File: src/rtl/wfpa_pkg.sv
`timescale 1ns / 1ps
`default_nettype none
// ----------------------------------------------------------------------------
// wfpa_pkg: shared definitions for the worst-fit partition allocator
// Default sizes, operation and status codes, register indexes and the
// control group that drives the partition store.
// ----------------------------------------------------------------------------
package wfpa_pkg;

    localparam int DEF_MAX_PARTITIONS = 64;
    localparam int DEF_SIZE_BITS      = 16;

    localparam int OP_BITS      = 2;
    localparam int ST_BITS      = 2;
    localparam int CFG_IDX_BITS = 1;

    // Configuration register indexes
    localparam logic [CFG_IDX_BITS-1:0] REG_MEMORY_SIZE     = CFG_IDX_BITS'(0);
    localparam logic [CFG_IDX_BITS-1:0] REG_PARTITION_COUNT = CFG_IDX_BITS'(1);

    typedef enum logic [OP_BITS-1:0] {
        OP_LOAD    = 2'd0,
        OP_ALLOC   = 2'd1,
        OP_RESTART = 2'd2,
        OP_NOP     = 2'd3
    } opcode_t;

    typedef enum logic [ST_BITS-1:0] {
        ST_ALLOC   = 2'd0,
        ST_FRAG    = 2'd1,
        ST_NOSPACE = 2'd2,
        ST_DONE    = 2'd3
    } status_t;

    // Strobes towards the partition store
    typedef struct packed {
        logic rd_en;
        logic size_we;
        logic used_we;
        logic used_data;
    } mem_ctrl_t;

endpackage : wfpa_pkg
`default_nettype wire

File: src/rtl/worst_fit_partition_allocator.sv
`timescale 1ns / 1ps
`default_nettype none
// ----------------------------------------------------------------------------
// worst_fit_partition_allocator: fixed-partition worst-fit allocator
// Loads partition sizes, serves allocation requests from the largest free
// partition that fits, and keeps internal and external fragmentation totals.
// ----------------------------------------------------------------------------
//
//  Channel   Direction  Beat contents
//  --------  ---------  ------------------------------------------------------
//  s_*       in         tuser: opcode; tdata: part_index, amount
//  m_*       out        tuser: status; tdata: chosen_partition, internal_waste,
//                       internal_total, external_total
//  cfg_*     in         register write: 0 memory_size, 1 partition_count
//
//  Sequencing: a load or no-op passes from idle through the execute and emit
//  states into the output register, and the engine then returns to idle for
//  the next beat, so it takes no new beat before it is through with the last.
//  An allocation scans the active partitions through the single read port of
//  the partition memory, one entry a cycle. A restart sweeps every used mark.
//  Reset: after rst_n rises every used mark is cleared, during which
//  s_tready stays low; partition sizes are not cleared.
//  Stalls: one output register holds a finished result while the next beat
//  is accepted; the engine waits in its result state only while that
//  register is full and m_tready is low.
//
module worst_fit_partition_allocator #(
    parameter  int MAX_PARTITIONS = wfpa_pkg::DEF_MAX_PARTITIONS,
    parameter  int SIZE_BITS      = wfpa_pkg::DEF_SIZE_BITS,
    localparam int IDX_BITS       = $clog2(MAX_PARTITIONS),
    localparam int CNT_BITS       = $clog2(MAX_PARTITIONS + 1),
    localparam int CFG_BITS       = (SIZE_BITS > CNT_BITS) ? SIZE_BITS : CNT_BITS,
    localparam int IN_BITS        = IDX_BITS + SIZE_BITS,
    localparam int IN_TDATA_W     = ((IN_BITS + 7) / 8) * 8,
    localparam int OUT_BITS       = IDX_BITS + 3 * SIZE_BITS,
    localparam int OUT_TDATA_W    = ((OUT_BITS + 7) / 8) * 8
) (
    input  wire logic                              clk,
    input  wire logic                              rst_n,
    // Input stream
    input  wire logic                              s_tvalid,
    output logic                                   s_tready,
    input  wire logic [IN_TDATA_W-1:0]             s_tdata,   // part_index, amount
    input  wire logic [wfpa_pkg::OP_BITS-1:0]      s_tuser,   // opcode
    // Result stream
    output logic                                   m_tvalid,
    input  wire logic                              m_tready,
    output logic      [OUT_TDATA_W-1:0]            m_tdata,   // chosen_partition,
                                                              // internal_waste,
                                                              // internal_total,
                                                              // external_total
    output logic      [wfpa_pkg::ST_BITS-1:0]      m_tuser,   // status
    // Configuration writes
    input  wire logic                              cfg_we,
    input  wire logic [wfpa_pkg::CFG_IDX_BITS-1:0] cfg_index,
    input  wire logic [CFG_BITS-1:0]               cfg_data
);
    import wfpa_pkg::*;

    // Configuration registers; the user must write them only while the block is idle (not enforced here)
    logic [SIZE_BITS-1:0]  memory_size_reg;
    logic [CNT_BITS-1:0]   partition_count_reg;

    // Output register: holds a result beat until the sink takes it
    logic                    out_valid_reg,  out_valid_next;
    logic [OUT_TDATA_W-1:0]  out_data_reg,   out_data_next;
    logic [ST_BITS-1:0]      out_user_reg,   out_user_next;

    // Engine to store
    mem_ctrl_t             mem_ctrl;
    logic [IDX_BITS-1:0]   mem_rd_addr;
    logic [IDX_BITS-1:0]   mem_wr_addr;
    logic [SIZE_BITS-1:0]  mem_wr_size;
    logic [SIZE_BITS-1:0]  mem_rd_size;
    logic                  mem_rd_used;

    // Engine results
    logic                  res_ready;
    logic                  res_valid;
    logic [ST_BITS-1:0]    res_status;
    logic [IDX_BITS-1:0]   res_chosen;
    logic [SIZE_BITS-1:0]  res_waste;
    logic [SIZE_BITS-1:0]  res_internal;
    logic [SIZE_BITS-1:0]  res_external;

    always_ff @(posedge clk or negedge rst_n)
    begin
        if (!rst_n)
        begin
            memory_size_reg     <= '0;
            partition_count_reg <= CNT_BITS'(1);
        end
        else if (cfg_we)
        begin
            unique case (cfg_index)
                REG_MEMORY_SIZE:
                begin
                    memory_size_reg <= cfg_data[SIZE_BITS-1:0];
                end
                REG_PARTITION_COUNT:
                begin
                    partition_count_reg <= cfg_data[CNT_BITS-1:0];
                end
            endcase
        end
    end

    wfpa_store #(
        .DEPTH     (MAX_PARTITIONS),
        .SIZE_BITS (SIZE_BITS)
    ) u_store (
        .clk     (clk),
        .ctrl    (mem_ctrl),
        .rd_addr (mem_rd_addr),
        .wr_addr (mem_wr_addr),
        .wr_size (mem_wr_size),
        .rd_size (mem_rd_size),
        .rd_used (mem_rd_used)
    );

    wfpa_engine #(
        .MAX_PARTITIONS (MAX_PARTITIONS),
        .SIZE_BITS      (SIZE_BITS)
    ) u_engine (
        .clk             (clk),
        .rst_n           (rst_n),
        .memory_size     (memory_size_reg),
        .partition_count (partition_count_reg),
        .in_valid        (s_tvalid),
        .in_ready        (s_tready),
        .in_opcode       (s_tuser),
        .in_index        (s_tdata[IDX_BITS-1:0]),
        .in_amount       (s_tdata[IDX_BITS +: SIZE_BITS]),
        .mem_ctrl        (mem_ctrl),
        .mem_rd_addr     (mem_rd_addr),
        .mem_wr_addr     (mem_wr_addr),
        .mem_wr_size     (mem_wr_size),
        .mem_rd_size     (mem_rd_size),
        .mem_rd_used     (mem_rd_used),
        .res_ready       (res_ready),
        .res_valid       (res_valid),
        .res_status      (res_status),
        .res_chosen      (res_chosen),
        .res_waste       (res_waste),
        .res_internal    (res_internal),
        .res_external    (res_external)
    );

    // Room for a new result when the register is empty or being drained
    assign res_ready = !out_valid_reg || m_tready;

    always_comb
    begin
        out_valid_next = out_valid_reg;
        out_data_next  = out_data_reg;
        out_user_next  = out_user_reg;
        if (res_valid)
        begin
            out_valid_next = 1'b1;
            out_data_next  = OUT_TDATA_W'({res_external, res_internal, res_waste, res_chosen});
            out_user_next  = res_status;
        end
        else if (m_tready)
        begin
            // Drop the beat once the sink has taken it
            out_valid_next = 1'b0;
        end
    end

    always_ff @(posedge clk or negedge rst_n)
    begin
        if (!rst_n)
        begin
            out_valid_reg <= 1'b0;
            out_data_reg  <= '0;
            out_user_reg  <= '0;
        end
        else
        begin
            out_valid_reg <= out_valid_next;
            out_data_reg  <= out_data_next;
            out_user_reg  <= out_user_next;
        end
    end

    assign m_tvalid = out_valid_reg;
    assign m_tdata  = out_data_reg;
    assign m_tuser  = out_user_reg;

endmodule : worst_fit_partition_allocator
`default_nettype wire

File: src/rtl/wfpa_store.sv
`timescale 1ns / 1ps
`default_nettype none
// ----------------------------------------------------------------------------
// wfpa_store: partition size and used-mark memories
// Two synchronous memories sharing one write address and one read address,
// read data registered.
// ----------------------------------------------------------------------------
module wfpa_store #(
    parameter  int DEPTH     = 64,
    parameter  int SIZE_BITS = 16,
    localparam int IDX_BITS  = $clog2(DEPTH)
) (
    input  wire logic                  clk,
    input  wire wfpa_pkg::mem_ctrl_t   ctrl,
    input  wire logic [IDX_BITS-1:0]   rd_addr,
    input  wire logic [IDX_BITS-1:0]   wr_addr,
    input  wire logic [SIZE_BITS-1:0]  wr_size,
    output logic      [SIZE_BITS-1:0]  rd_size,
    output logic                       rd_used
);
    import wfpa_pkg::*;

    logic [SIZE_BITS-1:0] size_mem [DEPTH];
    logic                 used_mem [DEPTH];

    always_ff @(posedge clk)
    begin
        if (ctrl.size_we)
        begin
            size_mem[wr_addr] <= wr_size;
        end
        if (ctrl.rd_en)
        begin
            rd_size <= size_mem[rd_addr];
        end
    end

    always_ff @(posedge clk)
    begin
        if (ctrl.used_we)
        begin
            used_mem[wr_addr] <= ctrl.used_data;
        end
        if (ctrl.rd_en)
        begin
            rd_used <= used_mem[rd_addr];
        end
    end

endmodule : wfpa_store
`default_nettype wire

File: src/rtl/wfpa_engine.sv
`timescale 1ns / 1ps
`default_nettype none
// ----------------------------------------------------------------------------
// wfpa_engine: operation sequencer
// Runs loads, worst-fit scans, restarts and the used-mark clearing sweep;
// holds the running totals.
// ----------------------------------------------------------------------------
module wfpa_engine #(
    parameter  int MAX_PARTITIONS = 64,
    parameter  int SIZE_BITS      = 16,
    localparam int IDX_BITS       = $clog2(MAX_PARTITIONS),
    localparam int CNT_BITS       = $clog2(MAX_PARTITIONS + 1)
) (
    input  wire logic                          clk,
    input  wire logic                          rst_n,
    input  wire logic [SIZE_BITS-1:0]          memory_size,
    input  wire logic [CNT_BITS-1:0]           partition_count,
    input  wire logic                          in_valid,
    output logic                               in_ready,
    input  wire logic [wfpa_pkg::OP_BITS-1:0]  in_opcode,
    input  wire logic [IDX_BITS-1:0]           in_index,
    input  wire logic [SIZE_BITS-1:0]          in_amount,
    output wfpa_pkg::mem_ctrl_t                mem_ctrl,
    output logic      [IDX_BITS-1:0]           mem_rd_addr,
    output logic      [IDX_BITS-1:0]           mem_wr_addr,
    output logic      [SIZE_BITS-1:0]          mem_wr_size,
    input  wire logic [SIZE_BITS-1:0]          mem_rd_size,
    input  wire logic                          mem_rd_used,
    input  wire logic                          res_ready,
    output logic                               res_valid,
    output logic      [wfpa_pkg::ST_BITS-1:0]  res_status,
    output logic      [IDX_BITS-1:0]           res_chosen,
    output logic      [SIZE_BITS-1:0]          res_waste,
    output logic      [SIZE_BITS-1:0]          res_internal,
    output logic      [SIZE_BITS-1:0]          res_external
);
    import wfpa_pkg::*;

    typedef enum logic [2:0] {
        S_CLEAR,
        S_IDLE,
        S_EXEC,
        S_SCAN,
        S_DECIDE,
        S_EMIT
    } state_t;

    state_t                state_reg,      state_next;
    opcode_t               op_reg,         op_next;
    logic [IDX_BITS-1:0]   idx_reg,        idx_next;
    logic [SIZE_BITS-1:0]  amount_reg,     amount_next;
    logic [IDX_BITS-1:0]   last_reg,       last_next;
    logic [SIZE_BITS-1:0]  rem_reg,        rem_next;
    logic [IDX_BITS-1:0]   clr_reg,        clr_next;
    logic                  restart_reg,    restart_next;
    logic [IDX_BITS-1:0]   issue_reg,      issue_next;
    logic                  issue_done_reg, issue_done_next;
    logic                  pipe_valid_reg, pipe_valid_next;
    logic [IDX_BITS-1:0]   pipe_idx_reg,   pipe_idx_next;
    logic                  found_reg,      found_next;
    logic [IDX_BITS-1:0]   best_idx_reg,   best_idx_next;
    logic [SIZE_BITS-1:0]  best_size_reg,  best_size_next;
    logic [SIZE_BITS-1:0]  free_sum_reg,   free_sum_next;
    logic [SIZE_BITS:0]    loaded_sum_reg, loaded_sum_next;
    logic [SIZE_BITS:0]    used_total_reg, used_total_next;
    logic [SIZE_BITS-1:0]  internal_reg,   internal_next;
    logic [SIZE_BITS-1:0]  external_reg,   external_next;
    status_t               status_reg,     status_next;
    logic [IDX_BITS-1:0]   chosen_reg,     chosen_next;
    logic [SIZE_BITS-1:0]  waste_reg,      waste_next;

    // Effective partition count and derived figures
    logic [CNT_BITS-1:0]   count_eff;
    logic [CNT_BITS-1:0]   count_m1;
    logic [IDX_BITS-1:0]   last_idx;
    logic [SIZE_BITS:0]    ms_w;
    logic [SIZE_BITS:0]    rem_w;
    logic [SIZE_BITS-1:0]  scan_size;
    logic                  scan_fits;
    logic [SIZE_BITS:0]    free_add;
    logic [SIZE_BITS-1:0]  free_sat;
    logic [SIZE_BITS-1:0]  waste_calc;
    logic [SIZE_BITS:0]    int_add;
    logic [SIZE_BITS-1:0]  int_sat;
    logic [SIZE_BITS+1:0]  used_add;
    logic [SIZE_BITS:0]    used_sat;
    logic [SIZE_BITS-1:0]  ext_dec;
    logic                  avail_ok;
    logic [SIZE_BITS+1:0]  load_add;
    logic [SIZE_BITS:0]    load_sat;

    always_comb
    begin
        if (partition_count == '0)
        begin
            count_eff = CNT_BITS'(1);
        end
        else if (partition_count > CNT_BITS'(MAX_PARTITIONS))
        begin
            count_eff = CNT_BITS'(MAX_PARTITIONS);
        end
        else
        begin
            count_eff = partition_count;
        end
    end

    assign count_m1 = count_eff - CNT_BITS'(1);
    assign last_idx = count_m1[IDX_BITS-1:0];

    assign ms_w  = {1'b0, memory_size};
    assign rem_w = (ms_w > loaded_sum_reg) ? (ms_w - loaded_sum_reg) : '0;

    // Last partition takes the remainder, never the stored size
    assign scan_size = (pipe_idx_reg == last_reg) ? rem_reg : mem_rd_size;
    assign scan_fits = !mem_rd_used && (scan_size >= amount_reg)
                       && (!found_reg || (scan_size >= best_size_reg));

    assign free_add = {1'b0, free_sum_reg} + {1'b0, (mem_rd_used ? '0 : scan_size)};
    assign free_sat = free_add[SIZE_BITS] ? '1 : free_add[SIZE_BITS-1:0];

    assign waste_calc = best_size_reg - amount_reg;
    assign int_add    = {1'b0, internal_reg} + {1'b0, waste_calc};
    assign int_sat    = int_add[SIZE_BITS] ? '1 : int_add[SIZE_BITS-1:0];
    assign used_add   = {1'b0, used_total_reg} + (SIZE_BITS+2)'(best_size_reg);
    assign used_sat   = used_add[SIZE_BITS+1] ? '1 : used_add[SIZE_BITS:0];
    assign ext_dec    = (external_reg > best_size_reg) ? (external_reg - best_size_reg) : '0;
    assign avail_ok   = (ms_w > used_total_reg)
                        && ((ms_w - used_total_reg) > {1'b0, amount_reg});
    assign load_add   = {1'b0, loaded_sum_reg} + (SIZE_BITS+2)'(amount_reg);
    assign load_sat   = load_add[SIZE_BITS+1] ? '1 : load_add[SIZE_BITS:0];

    always_comb
    begin
        state_next      = state_reg;
        op_next         = op_reg;
        idx_next        = idx_reg;
        amount_next     = amount_reg;
        last_next       = last_reg;
        rem_next        = rem_reg;
        clr_next        = clr_reg;
        restart_next    = restart_reg;
        issue_next      = issue_reg;
        issue_done_next = issue_done_reg;
        pipe_valid_next = pipe_valid_reg;
        pipe_idx_next   = pipe_idx_reg;
        found_next      = found_reg;
        best_idx_next   = best_idx_reg;
        best_size_next  = best_size_reg;
        free_sum_next   = free_sum_reg;
        loaded_sum_next = loaded_sum_reg;
        used_total_next = used_total_reg;
        internal_next   = internal_reg;
        external_next   = external_reg;
        status_next     = status_reg;
        chosen_next     = chosen_reg;
        waste_next      = waste_reg;

        mem_ctrl    = '0;
        mem_rd_addr = issue_reg;
        mem_wr_addr = idx_reg;
        mem_wr_size = amount_reg;
        in_ready    = 1'b0;
        res_valid   = 1'b0;

        unique case (state_reg)
            S_CLEAR:
            begin
                // Sweep the used marks, one entry a cycle
                mem_ctrl.used_we   = 1'b1;
                mem_ctrl.used_data = 1'b0;
                mem_wr_addr        = clr_reg;
                if (clr_reg == IDX_BITS'(MAX_PARTITIONS - 1))
                begin
                    if (restart_reg)
                    begin
                        restart_next = 1'b0;
                        status_next  = ST_DONE;
                        state_next   = S_EMIT;
                    end
                    else
                    begin
                        state_next = S_IDLE;
                    end
                end
                else
                begin
                    clr_next = clr_reg + IDX_BITS'(1);
                end
            end

            S_IDLE:
            begin
                in_ready = 1'b1;
                if (in_valid)
                begin
                    op_next     = opcode_t'(in_opcode);
                    idx_next    = in_index;
                    amount_next = in_amount;
                    state_next  = S_EXEC;
                end
            end

            S_EXEC:
            begin
                last_next   = last_idx;
                rem_next    = rem_w[SIZE_BITS-1:0];
                status_next = ST_DONE;
                chosen_next = '0;
                waste_next  = '0;
                unique case (op_reg)
                    OP_LOAD:
                    begin
                        if (idx_reg < last_idx)
                        begin
                            mem_ctrl.size_we   = 1'b1;
                            mem_ctrl.used_we   = 1'b1;
                            mem_ctrl.used_data = 1'b0;
                            loaded_sum_next    = load_sat;
                        end
                        state_next = S_EMIT;
                    end
                    OP_ALLOC:
                    begin
                        issue_next      = '0;
                        issue_done_next = 1'b0;
                        pipe_valid_next = 1'b0;
                        found_next      = 1'b0;
                        best_idx_next   = '0;
                        best_size_next  = '0;
                        free_sum_next   = '0;
                        state_next      = S_SCAN;
                    end
                    OP_RESTART:
                    begin
                        used_total_next = '0;
                        internal_next   = '0;
                        external_next   = '0;
                        clr_next        = '0;
                        restart_next    = 1'b1;
                        state_next      = S_CLEAR;
                    end
                    OP_NOP:
                    begin
                        state_next = S_EMIT;
                    end
                endcase
            end

            S_SCAN:
            begin
                // Issue one read a cycle; evaluate the entry read last cycle
                if (!issue_done_reg)
                begin
                    mem_ctrl.rd_en  = 1'b1;
                    pipe_valid_next = 1'b1;
                    pipe_idx_next   = issue_reg;
                    if (issue_reg == last_reg)
                    begin
                        issue_done_next = 1'b1;
                    end
                    else
                    begin
                        issue_next = issue_reg + IDX_BITS'(1);
                    end
                end
                else
                begin
                    pipe_valid_next = 1'b0;
                end

                if (pipe_valid_reg)
                begin
                    if (scan_fits)
                    begin
                        found_next     = 1'b1;
                        best_idx_next  = pipe_idx_reg;
                        best_size_next = scan_size;
                    end
                    free_sum_next = free_sat;
                    if (pipe_idx_reg == last_reg)
                    begin
                        state_next = S_DECIDE;
                    end
                end
            end

            S_DECIDE:
            begin
                if (found_reg)
                begin
                    mem_ctrl.used_we   = 1'b1;
                    mem_ctrl.used_data = 1'b1;
                    mem_wr_addr        = best_idx_reg;
                    status_next        = ST_ALLOC;
                    chosen_next        = best_idx_reg;
                    waste_next         = waste_calc;
                    internal_next      = int_sat;
                    used_total_next    = used_sat;
                    if (external_reg != '0)
                    begin
                        external_next = ext_dec;
                    end
                end
                else if (avail_ok)
                begin
                    status_next   = ST_FRAG;
                    external_next = free_sum_reg;
                end
                else
                begin
                    status_next = ST_NOSPACE;
                end
                state_next = S_EMIT;
            end

            S_EMIT:
            begin
                res_valid = res_ready;
                if (res_ready)
                begin
                    state_next = S_IDLE;
                end
            end
        endcase
    end

    always_ff @(posedge clk or negedge rst_n)
    begin
        if (!rst_n)
        begin
            state_reg      <= S_CLEAR;
            op_reg         <= OP_NOP;
            idx_reg        <= '0;
            amount_reg     <= '0;
            last_reg       <= '0;
            rem_reg        <= '0;
            clr_reg        <= '0;
            restart_reg    <= 1'b0;
            issue_reg      <= '0;
            issue_done_reg <= 1'b0;
            pipe_valid_reg <= 1'b0;
            pipe_idx_reg   <= '0;
            found_reg      <= 1'b0;
            best_idx_reg   <= '0;
            best_size_reg  <= '0;
            free_sum_reg   <= '0;
            loaded_sum_reg <= '0;
            used_total_reg <= '0;
            internal_reg   <= '0;
            external_reg   <= '0;
            status_reg     <= ST_DONE;
            chosen_reg     <= '0;
            waste_reg      <= '0;
        end
        else
        begin
            state_reg      <= state_next;
            op_reg         <= op_next;
            idx_reg        <= idx_next;
            amount_reg     <= amount_next;
            last_reg       <= last_next;
            rem_reg        <= rem_next;
            clr_reg        <= clr_next;
            restart_reg    <= restart_next;
            issue_reg      <= issue_next;
            issue_done_reg <= issue_done_next;
            pipe_valid_reg <= pipe_valid_next;
            pipe_idx_reg   <= pipe_idx_next;
            found_reg      <= found_next;
            best_idx_reg   <= best_idx_next;
            best_size_reg  <= best_size_next;
            free_sum_reg   <= free_sum_next;
            loaded_sum_reg <= loaded_sum_next;
            used_total_reg <= used_total_next;
            internal_reg   <= internal_next;
            external_reg   <= external_next;
            status_reg     <= status_next;
            chosen_reg     <= chosen_next;
            waste_reg      <= waste_next;
        end
    end

    assign res_status   = status_reg;
    assign res_chosen   = chosen_reg;
    assign res_waste    = waste_reg;
    assign res_internal = internal_reg;
    assign res_external = external_reg;

    // Reads and writes of the store never share a cycle
    a_no_rw_overlap: assert property (@(posedge clk) disable iff (!rst_n)
        mem_ctrl.rd_en |-> !(mem_ctrl.size_we || mem_ctrl.used_we))
        else $error("store read and write in the same cycle");

    a_best_in_range: assert property (@(posedge clk) disable iff (!rst_n)
        (state_reg == S_DECIDE && found_reg) |-> (best_idx_reg <= last_reg))
        else $error("chosen partition beyond the active count");

    a_scan_ends: assert property (@(posedge clk) disable iff (!rst_n)
        (state_reg == S_SCAN && pipe_valid_reg && pipe_idx_reg == last_reg)
        |=> (state_reg == S_DECIDE))
        else $error("scan did not finish on the last entry");

    a_mark_only_on_alloc: assert property (@(posedge clk) disable iff (!rst_n)
        (mem_ctrl.used_we && mem_ctrl.used_data) |-> (state_reg == S_DECIDE && found_reg))
        else $error("used mark set outside an allocation");

    a_emit_returns_idle: assert property (@(posedge clk) disable iff (!rst_n)
        res_valid |=> (state_reg == S_IDLE))
        else $error("engine did not return to idle after a result");

endmodule : wfpa_engine
`default_nettype wire

File: config.mk
export PLATFORM = sky130hd
export DESIGN_NAME = worst_fit_partition_allocator
export DESIGN_NICKNAME = d
export VERILOG_FILES = /design/src/rtl/wfpa_pkg.sv /design/src/rtl/worst_fit_partition_allocator.sv /design/src/rtl/wfpa_store.sv /design/src/rtl/wfpa_engine.sv
export SDC_FILE = /design/constraint.sdc
export NUM_CORES = 2
export LEC_CHECK = 0
export ABC_AREA = 0
export BUFFER_PORTS_ARGS = -buffer_cell sky130_fd_sc_hd__clkbuf_2
export CAP_MARGIN = 20
export CORE_ASPECT_RATIO = 1.2
export CORE_MARGIN = 10
export CORE_UTILIZATION = 50
export CTS_CLUSTER_DIAMETER = 150
export DETAILED_ROUTE_END_ITERATION = 10
export HOLD_SLACK_MARGIN = 0.08
export PLACE_DENSITY_LB_ADDON = 0.25
export SYNTH_ARGS = -nofsm -noshare
export SYNTH_HDL_FRONTEND = slang
export SYNTH_HIERARCHICAL = 1
export SYNTH_SLANG_ARGS = --single-unit
File: constraint.sdc
create_clock -name clk -period 5.7 [get_ports clk]
set_clock_uncertainty 0.1 [all_clocks]
set_input_delay 0.57 -clock clk [delete_from_list [all_inputs] [get_ports clk]]
set_output_delay 0.57 -clock clk [all_outputs]
set_load 0.01 [all_outputs]
# ---- Word level (Yosys, flattened, before mapping)
# Memory sizes are Yosys's and may differ from the RTL's. A register that Yosys moved wholly into a read port is not among the register bits.
# Cells that the tools add are included.
# Widths: inputs -> output; s select.
dict set report totals {
  register_bits 279
  mem_bits_rw 1088
  output_inout_bits 60
  elab_cells 192
  n_memories 2
}
dict set report classes {
  addsub 11
  magnitude_cmp 8
  eq_ne 26
  n_mux 81
  bitwise 2
  reduce_logical 34
}
# memory depth width read_ports rd_ports_with_merged_regs write_ports line_no
set mem_list {}
lappend mem_list {u_store.size_mem 64 16 1 1 1 wfpa_store.sv:23} ;# logic [SIZE_BITS-1:0] size_mem [DEPTH];
lappend mem_list {u_store.used_mem 64 1 1 1 1 wfpa_store.sv:24} ;# logic used_mem [DEPTH];
# op n
set ops {}
lappend ops {{$mux 16} 16}
lappend ops {{$pmux 16 s2} 5}
lappend ops {{$mux 17} 4}
lappend ops {{$mux 6} 11}
lappend ops {{$pmux 6 s2} 5}
lappend ops {{$sub 16x16->16} 3}
lappend ops {{$add 17x16->18} 2}
lappend ops {{$add 16x16->17} 2}
lappend ops {{$gt 16x17->1} 2}
lappend ops {{$pmux 17 s2} 1}
lappend ops {{$ge 16x16->1} 2}
lappend ops {{$mux 3} 8}
lappend ops {{$mux 1} 18}
lappend ops {{$pmux 3 s6} 1}
lappend ops {{$reduce_and 3->1} 6}
lappend ops {{$gt 17x16->1} 1}
lappend ops {{$sub 16x17->17} 1}
lappend ops {{$gt 16x16->1} 1}
lappend ops {{$reduce_bool 16->1} 1}
lappend ops {{$ne 2x1->1 const B} 7}
lappend ops {{$add 6x1->6 const B} 2}
lappend ops {{$eq 6x6->1} 2}
lappend ops {{$ne 2x2->1 const B} 6}
lappend ops {{$pmux 2 s3} 2}
lappend ops {{27 further kinds} 53}

# ---- Depth between registers and ports, before layout
dict set report depth {
  ltp_word 10
  ltp_mapped 21
  depth_no_buf 19
}

# ---- Cells and area by module
# The synthesis kept the hierarchy.
# module instances cells_each area_per_inst_um2
set by_module_without_submodules {}
lappend by_module_without_submodules {wfpa_store 1 1886 42673.4}
lappend by_module_without_submodules {wfpa_engine 1 1740 15543.7}
lappend by_module_without_submodules {worst_fit_partition_allocator 1 174 3049.2}

# ---- Worst setup path after synthesis
# Ideal clock, no wire load.
dict set report synth_path {
  path_type {register to register}
  from {register u_engine.amount_reg[1], in the netlist u_engine/mem_wr_size[1]}
  to {register u_engine.internal_reg[14], in the netlist u_engine/res_internal[14]}
  setup_ps 141
  arrival_time_ps 4813
  setup_slack_ps 646
  stages_incl_launch_ff 18
  synth_period_minus_slack_ps 5054
  cell_sequence {dfrtp_1 > inv_1 > ha_1 > nor2b_1 > o31a_1 > or4_1 > a31oi_1 > xnor2_1 > ha_1 > and3_1 > a31oi_1 > o21ai_0 > a21oi_1 > o21bai_1 > a21bo_2 > a31oi_1 > buf_2 > a31oi_1}
}
dict set report synth_via {
  elab_chain_cells 5
}
# element line_no
set synth_lines {}
lappend synth_lines {{start, declared} wfpa_engine.sv:51} ;# logic [SIZE_BITS-1:0] amount_reg, amount_next;
lappend synth_lines {{start signal, assigned} wfpa_engine.sv:361} ;# amount_reg <= amount_next;
lappend synth_lines {{$sub 16x16->16} wfpa_engine.sv:122} ;# assign waste_calc = best_size_reg - amount_reg;
lappend synth_lines {{$add 16x16->17} wfpa_engine.sv:123} ;# assign int_add = {1'b0, internal_reg} + {1'b0, waste_calc};
lappend synth_lines {{$mux 16} wfpa_engine.sv:124} ;# assign int_sat = int_add[SIZE_BITS] ? '1 : int_add[SIZE_BITS-1:0];
lappend synth_lines {{$mux 16} wfpa_engine.sv:290} ;# if (found_reg)
lappend synth_lines {{$pmux 16 s2} wfpa_engine.sv:166} ;# unique case (state_reg)
lappend synth_lines {{end signal, assigned} wfpa_engine.sv:376} ;# internal_reg <= internal_next;
lappend synth_lines {{end, declared} wfpa_engine.sv:66} ;# logic [SIZE_BITS-1:0] internal_reg, internal_next;
# No other way between the ends. The select of a mux whose other input is x is not followed.
# A chain may end at the register's enable or synchronous reset.

==> run_results.csv <==
group,metric,value,unit
run_status,outcome,"finished, final reports clean",
layout,nets,4304,
hold_path,min_path_type,"in2reg",
clock_network,htreeDepth,4,
sta,post-route-period-util,0.828,
worst_setup_path,rr_worst_depth,13,
worst_setup_path,r2r-end,"u_store/size_mem[18][3]$_DFFE_PP_",
sta,min_period,4.72,ns
sta,finalSetupTns,0,ns
synth,async_flop_share,0.202,
synth,synth_area_leaders,"edfxtp_1 (54%), dfrtp_1 (11%), mux4_2 (11%), ha_1 (3.9%), mux2_2 (1.5%)",
synth,yosysWarnings,6,
route,vias,34952,
synth,synth_cell_types,85,
clock_network,numCtsBuffers,139,
synth,syn_area,61300,um^2
worst_setup_path,setup.worst_path.class,"reg2reg",
global_route,grt_use_total,0.222,
route,drt-initial-drc-count,3144,
sta,finalSetupViolCount,0,
route,top_layer,"met4",
route,ant_nets,0,
sta,worst_slew_pin_slew,1.01,ns
synth,synthCells,3800,
hold_path,hp-start,"m_tready",
synth,synth_common_cells,"edfxtp_1 (1,105), mux4_2 (290), dfrtp_1 (274)",
sta,slew_headroom,0.325,
floorplanning,ios,108,
route,drt-pass1-iter-count,6,
sta,finalHoldViolCount,0,
worst_setup_path,slowest_delay,0.73,ns
layout,fillerInstances,9443,
synth,seq_area_frac_synth,0.656,
worst_setup_path,path_cells,"nor3_1, a21oi_1, nor2_1, inv_1, ha_1, xnor2_1, ha_1, a21oi_1, a21boi_0, o41ai_4, nand3_1, nor2_1, buf_4",
route,wl_met2,77.8,mm
sta,holdWs,0.153,ns
synth,ys_ff_latch,1384,
job,maxCapViolCount,0,
floorplanning,die_w,340,um
synth,netlist.area_leader.share,0.542,
sta,fmax,0.212,GHz
clock_network,cts-resized-gates,0,
synth,synthFlopType,"edfxtp_1",
global_route,grt-ovfl-total,0,
route,drc,0,
global_route,grt_start_max_net_pins,131,
synth,syn_avg_cell_area,16.1,um^2
route,wl_met3,9.26,mm
synth,synth_top_area_cell,"edfxtp_1",
clock_network,clock_latency,0.78,ns
placement,dp_hpwl,98.0,mm
pwr,p_leak,0.0251,uW
global_route,antenna_found_initial,3,
floorplanning,die-area,137000,um^2
layout,design_area,69100,um^2
worst_setup_path,worstReg2RegStart,"partition_count_reg[4]$_DFFE_PN0P_",
worst_setup_path,cp_num_buf_inv,2,
layout,drive_above_1_share,0.221,
global_route,grt_pass1_vias,35846,
worst_setup_path,crit_required,6.04,ns
sta,rsz0062_at_grt,"no",
global_route,grt_pass1_wl,230,mm
hold_path,hold_depth,3,
placement,dp_cells,5509,
route,wl_met1,60.1,mm
layout,largest-register,"u_store/size_mem",
synth,yosysMostFrequentCell,"edfxtp_1",
floorplanning,start_util,0.504,
floorplanning,core_area,122000,um^2
clock_network,numClockSinks,1384,
worst_setup_path,rrSetupSlack,0.98,ns
sta,final_max_slew_viol_count,0,
worst_setup_path,setup.worst_path.start_class,"register",
clock_network,root_buffer,"clkbuf_16",
placement,placed_area,64200,um^2
worst_setup_path,cp_max_fo,13,
layout,areaGrowthSynthToFinish,12.7,%
layout,largest_register_ffs,1024,
worst_setup_path,cp.arrival,5.06,ns
floorplanning,die_y,403,um
worst_setup_path,cpLargestDelayFamily,"simple AND/OR/NAND/NOR gates",
placement,gp_congestion,0.893,
pwr,p_per_area,525,nW/um^2
hold_path,holdPathEnd,"m_tvalid$_DFFE_PN0P_",
pwr,vdd_drop_max,0.411,mV
clock_network,clock_path_buffers,3,
layout,diodes,0,
clock_network,clk_pin_slew,0.06,ns
route,viasPerCell,6.03,
route,drt-total-wl,153,mm
worst_setup_path,critPathCaptureType,"register",
route,wl_per_cell,26.3,um
synth,synth_edf_count,1105,
placement,io_buffers,103,
layout,final_cells,5798,
floorplanning,rows,140,
worst_setup_path,cp_slowest_cell,"o41ai_4",
clock_network,cts_tree,"done",
how the worst max path moves through the flow:
stage / from / endpoint / slack (ns) / cells after the start
4_1_cts: partition_count_reg[4]$_DFFE_PN0P_ / u_store/size_mem[18][3]$_DFFE_PP_ / 0.96 / 13
5_1_grt: partition_count_reg[3]$_DFFE_PN0P_ / u_store/size_mem[18][0]$_DFFE_PP_ / 0.55 / 13
3_3_place_gp: partition_count_reg[4]$_DFFE_PN0P_ / u_store/size_mem[23][11]$_DFFE_PP_ / 0.96 / 13
6_report: partition_count_reg[4]$_DFFE_PN0P_ / u_store/size_mem[18][3]$_DFFE_PP_ / 0.98 / 13
3_5_place_dp: partition_count_reg[4]$_DFFE_PN0P_ / u_store/size_mem[18][6]$_DFFE_PP_ / 0.99 / 13
2_1_floorplan: u_engine/mem_wr_size[1]$_DFFE_PN0P_ / u_engine/res_internal[14]$_DFFE_PN0P_ / 0.65 / 17
cell families after synthesis:
logic type,share of synthesized area
simple gates,0.0505
xor+xnor,0.0169
flops,0.656
fa+ha+maj,0.0412
buf+inv,0.0243
compound gates,0.0712
mux,0.140
other cells,0.0000612
area by class of cell:
cell class              instances  area, um^2  share of cell area
flip-flops and latches       1384       40200               0.582
multi-input cells            2089       19600               0.284
clock buffers                 173        3750              0.0543
repair buffers                292        2130              0.0308
well taps                    1633        2040              0.0296
clock inverters                74         728              0.0105
inverters                     153         576             0.00833
metrics by stage:
| stage | setup WS, ns | power (uW) | utilization |
|---|---|---|---|
| after floorplan | 0.646 | 23200 | - |
| after detailed placement | 0.988 | 27400 | 0.528 |
| after global routing | 0.554 | 38200 | 0.568 |
| after CTS | 0.964 | 36500 | 0.568 |
| final | 0.983 | 36300 | 0.568 |
| after global placement | 0.960 | 27200 | 0.528 |
metal layers:
layer	GRT usage	up-vias
met5	0	-
met4	0.0835	0
met3	0.0362	278
met2	0.384	1141
met1	0.281	18117
li1	-	15416
cells in the final DEF, fill, tap and decap left out, types with 84 or more instances in the layout:
master | synthesis | layout
edfxtp_1 | 1105 | 1105
mux4_2 | 290 | 290
dfrtp_1 | 274 | 252
nor2_1 | 246 | 244
ha_1 | 189 | 189
inv_1 | 153 | 152
clkbuf_16 | 0 | 144
nand2_1 | 142 | 142
buf_4 | 24 | 141
a21oi_1 | 138 | 138
o21ai_0 | 109 | 109
clkbuf_2 | 0 | 102
mux2_2 | 84 | 84
power by group:
group	total [uW]	leakage (uW)	internal (uW)	switching, uW
Combinational	13500	0.00922	5410	8140
Clock	9020	0.00219	5150	3860
Sequential	13700	0.0137	12800	893
Total	36300	0.0251	23400	12900
worst min-delay path: stages:
cell,delay [ns]
clkbuf_2,0.07
nand2b_1,0.22
nand2b_1,0.09
repair_timing:
action	CTS	global route
setup endpoints to repair	0	0
endpoints found under the hold margin	126	0
buffers inserted	0	0
hold buffers	41	0
Power figures use the tool's default switching activity.
